<file path="src/design/mswd_pkg.sv">
// Shared types, constants and helpers for the multi-source watchdog monitor.
// Depends on nothing; every other design file imports it.
package mswd_pkg;

    // Source table size and derived index width
    localparam int SOURCES     = 8;
    localparam int SRC_W       = (SOURCES > 1) ? $clog2(SOURCES) : 1;

    // Field widths
    localparam int OP_W        = 2;
    localparam int SOURCE_W    = 4;
    localparam int TIME_W      = 32;
    localparam int INTERVAL_W  = 31;
    localparam int STATUS_W    = 2;

    // First invalid source index, one bit wider than the source field
    localparam logic [SOURCE_W:0] SRC_LIMIT = (SOURCE_W + 1)'(SOURCES);
    localparam logic [SRC_W-1:0]  SRC_LAST  = SRC_W'(SOURCES - 1);

    // Patrol interval used when no source is registered (half the hard cap)
    localparam logic [TIME_W-1:0]     HARD_CAP_MS     = TIME_W'(10000);
    localparam logic [INTERVAL_W-1:0] DEFAULT_PATROL  = HARD_CAP_MS[TIME_W-1:1];

    typedef enum logic [OP_W-1:0] {
        OP_REGISTER = 2'd0,
        OP_FEED     = 2'd1,
        OP_START    = 2'd2,
        OP_TICK     = 2'd3
    } op_t;

    typedef enum logic [STATUS_W-1:0] {
        ST_OK    = 2'd0,
        ST_PARAM = 2'd1,
        ST_STATE = 2'd2
    } status_t;

    typedef enum logic {
        S_IDLE,
        S_SCAN
    } ctrl_state_t;

    // Controller to datapath
    typedef struct packed {
        logic accept;     // input beat taken this cycle
        logic scan_step;  // check one table entry this cycle
    } ctrl_cmd_t;

    // Datapath to controller
    typedef struct packed {
        logic need_scan;  // accepted tick expires the patrol countdown
        logic scan_hit;   // current entry is overdue
        logic scan_last;  // current entry is the last one
    } dp_status_t;

    // max(1, lowest / 2), or the default when nothing is registered
    function automatic logic [INTERVAL_W-1:0] patrol_interval(
        input logic              any,
        input logic [TIME_W-1:0] lowest
    );
        logic [INTERVAL_W-1:0] half;
        half = lowest[TIME_W-1:1];
        if (!any) begin
            return DEFAULT_PATROL;
        end
        return (half == '0) ? INTERVAL_W'(1) : half;
    endfunction

endpackage

</file>
<file path="src/design/multi_source_watchdog_monitor_unit.sv">
// Multi-source watchdog monitor: top level joining controller and datapath.
// Depends on mswd_pkg, mswd_ctrl and mswd_datapath.
//
// Each input beat (register, feed, start or a one millisecond tick) yields
// exactly one result beat. Register, feed, start and ticks that do not expire
// the patrol countdown finish without a patrol, and a new beat is taken in the
// same cycle the previous result is taken. A tick that expires the countdown
// starts a patrol that checks one source table entry per cycle, stopping at
// the first overdue source or after the last entry; no input is taken during
// the patrol. The patrol interval output reflects the registered periods at
// all times; after a failure is latched, ticks still advance the clock but no
// patrol runs.
module multi_source_watchdog_monitor_unit (
    input  logic                                aclk,
    input  logic                                aresetn,
    input  logic                                s_valid,
    output logic                                s_ready,
    input  logic [mswd_pkg::OP_W-1:0]           s_operation,
    input  logic [mswd_pkg::SOURCE_W-1:0]       s_source,
    input  logic [mswd_pkg::TIME_W-1:0]         s_period_ms,
    output logic                                m_valid,
    input  logic                                m_ready,
    output logic [mswd_pkg::STATUS_W-1:0]       m_status,
    output logic                                m_overdue,
    output logic [mswd_pkg::SOURCE_W-1:0]       m_overdue_source,
    output logic [mswd_pkg::TIME_W-1:0]         m_overdue_last_feed_ms,
    output logic [mswd_pkg::INTERVAL_W-1:0]     m_patrol_period_ms,
    output logic                                m_failed
);
    import mswd_pkg::*;

    ctrl_cmd_t  cmd;
    dp_status_t dp_status;

    mswd_ctrl u_ctrl (
        .aclk      (aclk),
        .aresetn   (aresetn),
        .s_valid   (s_valid),
        .s_ready   (s_ready),
        .m_valid   (m_valid),
        .m_ready   (m_ready),
        .dp_status (dp_status),
        .cmd       (cmd)
    );

    mswd_datapath u_datapath (
        .aclk                   (aclk),
        .aresetn                (aresetn),
        .cmd                    (cmd),
        .s_operation            (s_operation),
        .s_source               (s_source),
        .s_period_ms            (s_period_ms),
        .dp_status              (dp_status),
        .m_status               (m_status),
        .m_overdue              (m_overdue),
        .m_overdue_source       (m_overdue_source),
        .m_overdue_last_feed_ms (m_overdue_last_feed_ms),
        .m_patrol_period_ms     (m_patrol_period_ms),
        .m_failed               (m_failed)
    );

endmodule

</file>
<file path="src/design/mswd_ctrl.sv">
// Controller for the watchdog monitor: idle/scan sequencing and the
// result beat handshake. Depends on mswd_pkg.
module mswd_ctrl (
    input  logic                aclk,
    input  logic                aresetn,
    input  logic                s_valid,
    output logic                s_ready,
    output logic                m_valid,
    input  logic                m_ready,
    input  mswd_pkg::dp_status_t dp_status,
    output mswd_pkg::ctrl_cmd_t  cmd
);
    import mswd_pkg::*;

    ctrl_state_t state_reg, state_next;
    logic        m_valid_reg, m_valid_next;
    logic        result_done;

    // State register and result valid flag
    always_ff @(posedge aclk) begin
        if (!aresetn) begin
            state_reg   <= S_IDLE;
            m_valid_reg <= 1'b0;
        end else begin
            state_reg   <= state_next;
            m_valid_reg <= m_valid_next;
        end
    end

    // Next state
    always_comb begin
        state_next = state_reg;
        unique case (state_reg)
            S_IDLE: begin
                if (cmd.accept && dp_status.need_scan) begin
                    state_next = S_SCAN;
                end
            end
            S_SCAN: begin
                if (dp_status.scan_hit || dp_status.scan_last) begin
                    state_next = S_IDLE;
                end
            end
            default: state_next = S_IDLE;
        endcase
    end

    // Outputs: take a beat only when the result register is free or draining
    always_comb begin
        s_ready       = 1'b0;
        cmd.accept    = 1'b0;
        cmd.scan_step = 1'b0;
        result_done   = 1'b0;
        unique case (state_reg)
            S_IDLE: begin
                s_ready     = !m_valid_reg || m_ready;
                cmd.accept  = s_valid && s_ready;
                result_done = cmd.accept && !dp_status.need_scan;
            end
            S_SCAN: begin
                cmd.scan_step = 1'b1;
                result_done   = dp_status.scan_hit || dp_status.scan_last;
            end
            default: ;
        endcase
        m_valid_next = result_done || (m_valid_reg && !m_ready);
    end

    assign m_valid = m_valid_reg;

endmodule

</file>
<file path="src/design/mswd_datapath.sv">
// Datapath for the watchdog monitor: clock, source table, patrol countdown,
// entry-per-cycle overdue check and result registers. Depends on mswd_pkg.
module mswd_datapath (
    input  logic                                aclk,
    input  logic                                aresetn,
    input  mswd_pkg::ctrl_cmd_t                 cmd,
    input  logic [mswd_pkg::OP_W-1:0]           s_operation,
    input  logic [mswd_pkg::SOURCE_W-1:0]       s_source,
    input  logic [mswd_pkg::TIME_W-1:0]         s_period_ms,
    output mswd_pkg::dp_status_t                dp_status,
    output logic [mswd_pkg::STATUS_W-1:0]       m_status,
    output logic                                m_overdue,
    output logic [mswd_pkg::SOURCE_W-1:0]       m_overdue_source,
    output logic [mswd_pkg::TIME_W-1:0]         m_overdue_last_feed_ms,
    output logic [mswd_pkg::INTERVAL_W-1:0]     m_patrol_period_ms,
    output logic                                m_failed
);
    import mswd_pkg::*;

    // Source table
    logic [TIME_W-1:0]     period_reg [SOURCES];
    logic [TIME_W-1:0]     feed_reg   [SOURCES];
    logic [SOURCES-1:0]    registered_reg, registered_next;

    // Control state
    logic [TIME_W-1:0]     clock_reg, clock_next;
    logic                  running_reg, running_next;
    logic                  fail_reg, fail_next;
    logic [INTERVAL_W-1:0] countdown_reg, countdown_next;
    logic [TIME_W-1:0]     min_period_reg, min_period_next;
    logic                  any_reg, any_next;
    logic [SRC_W-1:0]      scan_ptr_reg, scan_ptr_next;

    // Result payload
    status_t               out_status_reg, out_status_next;
    logic                  out_overdue_reg, out_overdue_next;
    logic [SOURCE_W-1:0]   out_src_reg, out_src_next;
    logic [TIME_W-1:0]     out_feed_reg, out_feed_next;

    op_t                   op;
    logic                  src_valid;
    logic [SRC_W-1:0]      idx;
    logic                  reg_we, feed_we;
    logic [INTERVAL_W-1:0] interval;
    logic [TIME_W-1:0]     scan_diff;
    logic                  scan_hit, scan_last;

    assign op        = op_t'(s_operation);
    assign src_valid = {1'b0, s_source} < SRC_LIMIT;
    assign idx       = s_source[SRC_W-1:0];
    assign interval  = patrol_interval(any_reg, min_period_reg);

    // One table entry checked per scan cycle
    assign scan_diff = clock_reg - feed_reg[scan_ptr_reg];
    assign scan_hit  = registered_reg[scan_ptr_reg] && (scan_diff > period_reg[scan_ptr_reg]);
    assign scan_last = scan_ptr_reg == SRC_LAST;

    assign dp_status.need_scan = (op == OP_TICK) && running_reg && !fail_reg
                                 && (countdown_reg <= INTERVAL_W'(1));
    assign dp_status.scan_hit  = scan_hit;
    assign dp_status.scan_last = scan_last;

    // Item and scan step updates
    always_comb begin
        clock_next       = clock_reg;
        running_next     = running_reg;
        fail_next        = fail_reg;
        countdown_next   = countdown_reg;
        min_period_next  = min_period_reg;
        any_next         = any_reg;
        registered_next  = registered_reg;
        scan_ptr_next    = scan_ptr_reg;
        out_status_next  = out_status_reg;
        out_overdue_next = out_overdue_reg;
        out_src_next     = out_src_reg;
        out_feed_next    = out_feed_reg;
        reg_we           = 1'b0;
        feed_we          = 1'b0;

        if (cmd.accept) begin
            out_status_next  = ST_OK;
            out_overdue_next = 1'b0;
            out_src_next     = '0;
            out_feed_next    = '0;
            unique case (op)
                OP_REGISTER: begin
                    if (!src_valid || (s_period_ms == '0) || running_reg) begin
                        out_status_next = ST_PARAM;
                    end else if (registered_reg[idx]) begin
                        out_status_next = ST_STATE;
                    end else begin
                        reg_we               = 1'b1;
                        registered_next[idx] = 1'b1;
                        any_next             = 1'b1;
                        if (!any_reg || (s_period_ms < min_period_reg)) begin
                            min_period_next = s_period_ms;
                        end
                    end
                end
                OP_FEED: begin
                    feed_we = src_valid;
                end
                OP_START: begin
                    if (running_reg) begin
                        out_status_next = ST_STATE;
                    end else begin
                        running_next   = 1'b1;
                        countdown_next = interval;
                    end
                end
                OP_TICK: begin
                    clock_next = clock_reg + TIME_W'(1);
                    if (running_reg && !fail_reg && (countdown_reg != '0)) begin
                        countdown_next = countdown_reg - INTERVAL_W'(1);
                    end
                    scan_ptr_next = '0;
                end
                default: ;
            endcase
        end else if (cmd.scan_step) begin
            scan_ptr_next = scan_ptr_reg + SRC_W'(1);
            if (scan_hit) begin
                fail_next        = 1'b1;
                out_overdue_next = 1'b1;
                out_src_next     = SOURCE_W'(scan_ptr_reg);
                out_feed_next    = feed_reg[scan_ptr_reg];
            end else if (scan_last) begin
                countdown_next = interval;
            end
        end
    end

    // Control registers
    always_ff @(posedge aclk) begin
        if (!aresetn) begin
            clock_reg      <= '0;
            running_reg    <= 1'b0;
            fail_reg       <= 1'b0;
            countdown_reg  <= '0;
            any_reg        <= 1'b0;
            registered_reg <= '0;
            scan_ptr_reg   <= '0;
        end else begin
            clock_reg      <= clock_next;
            running_reg    <= running_next;
            fail_reg       <= fail_next;
            countdown_reg  <= countdown_next;
            any_reg        <= any_next;
            registered_reg <= registered_next;
            scan_ptr_reg   <= scan_ptr_next;
        end
    end

    // Payload registers and table writes, no reset
    always_ff @(posedge aclk) begin
        min_period_reg  <= min_period_next;
        out_status_reg  <= out_status_next;
        out_overdue_reg <= out_overdue_next;
        out_src_reg     <= out_src_next;
        out_feed_reg    <= out_feed_next;
        if (reg_we) begin
            period_reg[idx] <= s_period_ms;
        end
        if (reg_we || feed_we) begin
            feed_reg[idx] <= clock_reg;
        end
    end

    // Interval and failure flag only change while the result register is refilled
    assign m_status               = out_status_reg;
    assign m_overdue              = out_overdue_reg;
    assign m_overdue_source       = out_src_reg;
    assign m_overdue_last_feed_ms = out_feed_reg;
    assign m_patrol_period_ms     = interval;
    assign m_failed               = fail_reg;

endmodule

</file>
<file path="config.mk">
export PLATFORM = sky130hd
export DESIGN_NAME = multi_source_watchdog_monitor_unit
export DESIGN_NICKNAME = d
export VERILOG_FILES = /design/src/design/mswd_pkg.sv /design/src/design/multi_source_watchdog_monitor_unit.sv /design/src/design/mswd_ctrl.sv /design/src/design/mswd_datapath.sv
export SDC_FILE = /design/constraint.sdc
export NUM_CORES = 1
export LEC_CHECK = 0
export BUFFER_PORTS_ARGS = -buffer_cell sky130_fd_sc_hd__buf_2
export CAP_MARGIN = 20
export CORE_MARGIN = 4
export CORE_UTILIZATION = 55
export DETAILED_ROUTE_END_ITERATION = 10
export MAX_ROUTING_LAYER = met4
export PLACE_DENSITY = 0.72
export SYNTH_ARGS = -nofsm -noshare
export SYNTH_HDL_FRONTEND = slang
export SYNTH_SLANG_ARGS = --single-unit
</file>
<file path="constraint.sdc">
create_clock -name aclk -period 11.1 [get_ports aclk]
set_input_delay 0.555 -clock aclk [delete_from_list [all_inputs] [get_ports aclk]]
set_output_delay 0.555 -clock aclk [all_outputs]
set_load 0.01 [all_outputs]
</file>
# ---- Word level (Yosys, flattened, before mapping)
# Memories as Yosys holds them, arrays and structs flattened. A register that Yosys moved wholly into a read port is not among the register bits.
# Cells that the tools add are included.
dict set report word_totals {
  ff_bits 149
  mem_bits_rw 512
  inputBits 42
  memories 2
}
dict set report op_classes {
  n_addsub 4
  order_cmp 7
  eq_ne 9
  muxes 43
  bitwise_logic 5
  n_reduce_logical 38
}
# memory words width read_ports rd_clocked_by_memory_dff wr line_no
set mem_list {}
lappend mem_list {u_datapath.feed_reg 8 32 1 1 1 mswd_datapath.sv:22} ;# logic [TIME_W-1:0] feed_reg [SOURCES];
lappend mem_list {u_datapath.period_reg 8 32 1 1 1 mswd_datapath.sv:21} ;# logic [TIME_W-1:0] period_reg [SOURCES];
# operator n
set op_table {}
lappend op_table {{31-bit 2-to-1 mux} 8}
lappend op_table {{31-bit case mux with 2 select lines} 1}
lappend op_table {{32-bit by 1-bit adder with 32-bit output (second input constant)} 1}
lappend op_table {{32-bit > comparator} 1}
lappend op_table {{32-bit zero test} 1}
lappend op_table {{32-bit < comparator} 1}
lappend op_table {{32-bit subtractor} 1}
lappend op_table {{31-bit by 1-bit less-or-equal comparator with 1-bit output (second input constant)} 1}
lappend op_table {{31-bit zero test} 1}
lappend op_table {{31-bit nonzero test} 1}
lappend op_table {{31-bit by 1-bit subtractor with 31-bit output (second input constant)} 1}
lappend op_table {{3-bit 2-to-1 mux} 7}
lappend op_table {{1-bit 2-to-1 mux} 18}
lappend op_table {{1-bit logical AND} 11}
lappend op_table {{3-bit by 4-bit < comparator with 1-bit output (second input constant)} 2}
lappend op_table {{8-bit bitwise OR} 1}
lappend op_table {{2-bit AND reduction} 4}
lappend op_table {{1-bit logical OR} 7}
lappend op_table {{1-bit binary-select mux with 3-bit select} 2}
lappend op_table {{1-bit zero test} 6}
lappend op_table {{2-bit 2-to-1 mux} 3}
lappend op_table {{3-bit != test (second input constant)} 2}
lappend op_table {{6-bit AND reduction} 1}
lappend op_table {{5-bit AND reduction} 1}
lappend op_table {{other kinds (17)} 23}

# ---- Depth between registers and ports, before layout
dict set report logic_depth {
  word_depth 10
  mapped_depth 25
}

# ---- Cells and area by module
# From an unflattened synthesis, not the netlist that was laid out.
dict set report hier_totals {
  cells_unflattened 1972
  hier_area_um2 29477.0
}
# module n_inst cells_per_inst area_each_um2
set modules_own_cells {}
lappend modules_own_cells {mswd_datapath 1 1959 29348.1}
lappend modules_own_cells {mswd_ctrl 1 13 128.9}

# ---- Worst setup path before layout
# OpenSTA, ideal clock, no wires.
dict set report synth_timing {
  kind {reg2reg}
  start {register with a tool-made name}
  end {register u_datapath.countdown_reg[15]}
  arrival_ns 5.839
  required_time_ns 10.968
  path_slack_ns 5.129
  stages_incl_launch_ff 24
  n_path_buf 5
  synth_period_minus_slack_ns 5.971
  path_cell_list {dfxtp_1 buf_1 buf_1 mux4_2 mux2i_1 ha_1 nor2b_1 o2111ai_1 a21oi_1 o21ai_0 a21o_1 a31oi_1 mux2i_1 a2111oi_0 ha_1 nand4_1 nor2_1 a221oi_1 a31o_2 and4_1 clkbuf_1 clkbuf_1 clkbuf_1 o32ai_1}
}
# item line_no
set synth_rtl {}
lappend synth_rtl {{to (signal assigned)} mswd_datapath.sv:147} ;# countdown_reg <= countdown_next;
lappend synth_rtl {{to (decl)} mswd_datapath.sv:29} ;# logic [INTERVAL_W-1:0] countdown_reg, countdown_next;

==> impl_metrics.tcl <==
set metrics [dict create \
    grt_overflow 0 \
    die_w_um 238 \
    avgSynthCellArea_um2 15.0 \
    skew_ns 0.0219 \
    layout_common_cells "edfxtp_1 (546), mux4_2 (130), dfxtp_1 (115)" \
    switching_share_pct 20.7 \
    ctsHoldBuffers 0 \
    dieArea_um2 56800 \
    ctsResizeCount 0 \
    p_per_area_nw_per_um2 156 \
    drive_above_1_share_pct 19.5 \
    layout_commonest_cell "edfxtp_1" \
    max_slew.worst_pin.slew_ns 1.09 \
    cts_tree "done" \
    seqPwrFrac_pct 52.8 \
    critPathKind "flop to flop" \
    cts.sinks 664 \
    finalHoldViolations 0 \
    drv_cap 0 \
    ant_nets 0 \
    die_h_um 238 \
    clk_path_buf_depth 3 \
    start_kind "flop" \
    min_period_ns 7.71 \
    timing.final.crit_share_pct 69.4 \
    internal-power_mw 4.06 \
    drc_errors 0 \
    initial_core_util_pct 55.5 \
    finalSetupTns_ns 0 \
    power_leakage_nw 11.0 \
    rsz0062_at_grt "false" \
    cp_slowest_stage_delay_ns 0.99 \
    synth.yosys.seq_area_share_pct 64.3 \
    cp_num_cells 21 \
    fin_area_um2 32800 \
    syn_area_um2 29200 \
    syn-instance-count 1943 \
    fill_cells 3802 \
    coreArea_um2 52600 \
    power.switching_mw 1.06 \
    clockPowerShare_pct 44.0 \
    ir_drop_mv 0.105 \
    combinationalPowerShare_pct 3.2 \
    status "finished, final reports clean" \
    path_delay_family "compound AO/OA/AOI/OAI gates" \
    vias 17500 \
    portBuffers 113 \
    postRouteWirelength_um 68500 \
    synth_ff_type "edfxtp_1" \
    worstPathArrival_ns 8.14 \
    hold_class "input pin to flop" \
    cp_slowest_cell "dfxtp_4" \
    yosysWarnings 0 \
    postLayoutCoreUtil_pct 62.4 \
    drt-initial-drc-count 1755 \
    async_reset_ff_share_pct 0 \
    grt_pass1_wl_um 104000 \
    syn-num-nets 2086 \
    row_count 84 \
    max_freq_mhz 130 \
    finalSetupViolCount 0 \
    dr.pass1.iters 5 \
    worstRegToRegCells 21 \
    grt_antenna_before_repair 6 \
    drv_slew 0 \
    dp_hpwl_um 42500 \
    synth_edf_count 546 \
    hold_depth 1 \
    cts_setup_buffers 0 \
    cp_max_fo 46 \
    numCtsBuffers 68 \
    placed_area_um2 30600 \
    critPathBufInv 2 \
    detail_route.wl_per_cell_um 24.4 \
    grt.total_usage_pct 24.8 \
    pin_count 115 \
    cts_root_buf "clkbuf_16" \
    grt_max_degree 77 \
    relSlewSlack_pct 26.4 \
    synth_cell_types 81 \
    cp_data_required_time_ns 11.53 \
    synthToLayoutAreaGrowth_pct 12.3 \
    clk_pin_slew_ns 0.06 \
    multi_input_area_um2 9900 \
    fin_nets 2204 \
    gp_congestion 0.885 \
    grt_pass1_vias 17400 \
    clock_latency_ns 0.60 \
    regArea_um2 18800 \
    synth-seq-cells 664 \
    cp_cell_sequence "buf_4, mux4_2, mux2i_1, ha_1, nor2b_1, o2111ai_1, a21oi_1, o21ai_0, a21o_1, a31oi_1, mux2i_1, a2111oi_0, ha_1, nand4_1, nor2_1, nand3_1, a211o_1, and4_1, buf_4, o21ai_1, o21ai_0" \
    via_per_inst 6.25 \
    htreeDepth 3 \
    crit_path_end_kind "flop" \
]
## final cells by class
cell class	count	area share [%]
Sequential cell	664	57.3
Multi-Input combinational cell	1122	30.2
Clock buffer	84	5.57
Tap cell	688	2.63
Timing Repair Buffer	146	2.48
Clock inverter	38	1.16
Inverter	59	0.676
Antenna cell	2	0.0153
## per-layer routing
metal	wire, µm	GRT usage [%]	vias to the layer above
li1	-	-	7904
met1	28800	33.9	8846
met2	33400	39.2	651
met3	4550	3.78	119
met4	1760	7.30	0
met5	0	-	-
## synth_stat cells (all sizes together) (5+ instances only)
library cell  instances  area [µm²]
or3                  14        87.6
or2                   5        33.8
and3                 20         125
buf                  31         129
a311oi               19         166
nand4                15        93.8
a32o                  5        50.1
a21o                 25         188
clkbuf               67         251
nand2               103         389
nor3b                 5        37.5
xnor2                28         245
a211oi                8        60.1
dfxtp               118        2360
o21ai                81         405
nand3                57         285
o21bai                6        45.0
o32ai                13         114
nor4                 24         156
o21a                 13        97.6
and2                 49         307
nand2b               11        68.8
nor2                 56         225
a21oi                90         454
a21boi               16         120
mux2i                66         661
nor2b                21         131
edfxtp              546       16400
o22ai                 9        56.3
mux4                130        2930
xor2                 21         184
inv                  59         221
ha                  100        1250
nor3                 36         185
o211ai                5        37.5
## power by group through the flow
stage | registers, mW | clock network [mW] | logic (mW)
2_1_floorplan | 2.75 | 0 | 0.0971
3_3_place_gp | 2.76 | 0 | 0.159
3_5_place_dp | 2.76 | 0 | 0.164
4_1_cts | 2.70 | 2.29 | 0.165
5_1_grt | 2.70 | 2.40 | 0.182
6_report | 2.70 | 2.25 | 0.166
## per-stage QoR
stage               cells  total power [mW]  hold WS (ns)  setup slack (ns)
global route         2803              5.29         0.306              2.70
detailed placement   2679              2.92         0.460              3.39
finish               2803              5.12         0.304              3.39
CTS                  2801              5.16         0.275              3.37
global placement     2679              2.91         0.429              3.73
floorplan            1943              2.85         0.452              5.13
## cells by family (layout without fill, tap and decap cells)
kind of cell / Yosys count / count (layout) / synth area share (%)
xor gates and xnor gates: 49 / 49 / 1.47
muxes: 199 / 199 / 12.4
and+or+nand+nor: 433 / 433 / 7.80
DFF: 664 / 664 / 64.3
other: 1 / 3 / 0.0128
adders and majority gates: 101 / 101 / 4.36
AOI/OAI and AO/OA: 339 / 339 / 7.61
buffers and inverters: 157 / 327 / 2.06
## worst paths after layout
check / from / slack (ns) / end
hold / removal: s_period_ms[14] / 0.30 / u_datapath.min_period_reg[14]
hold reg to reg: u_datapath.m_overdue_last_feed_ms[12] / 0.46 / u_datapath.m_overdue_last_feed_ms[12]
setup / recovery: flop / 3.39 / u_datapath.countdown_reg[19]
setup reg to reg: flop / 3.39 / u_datapath.countdown_reg[19]
No activity file was read; power rests on OpenSTA's default activity.
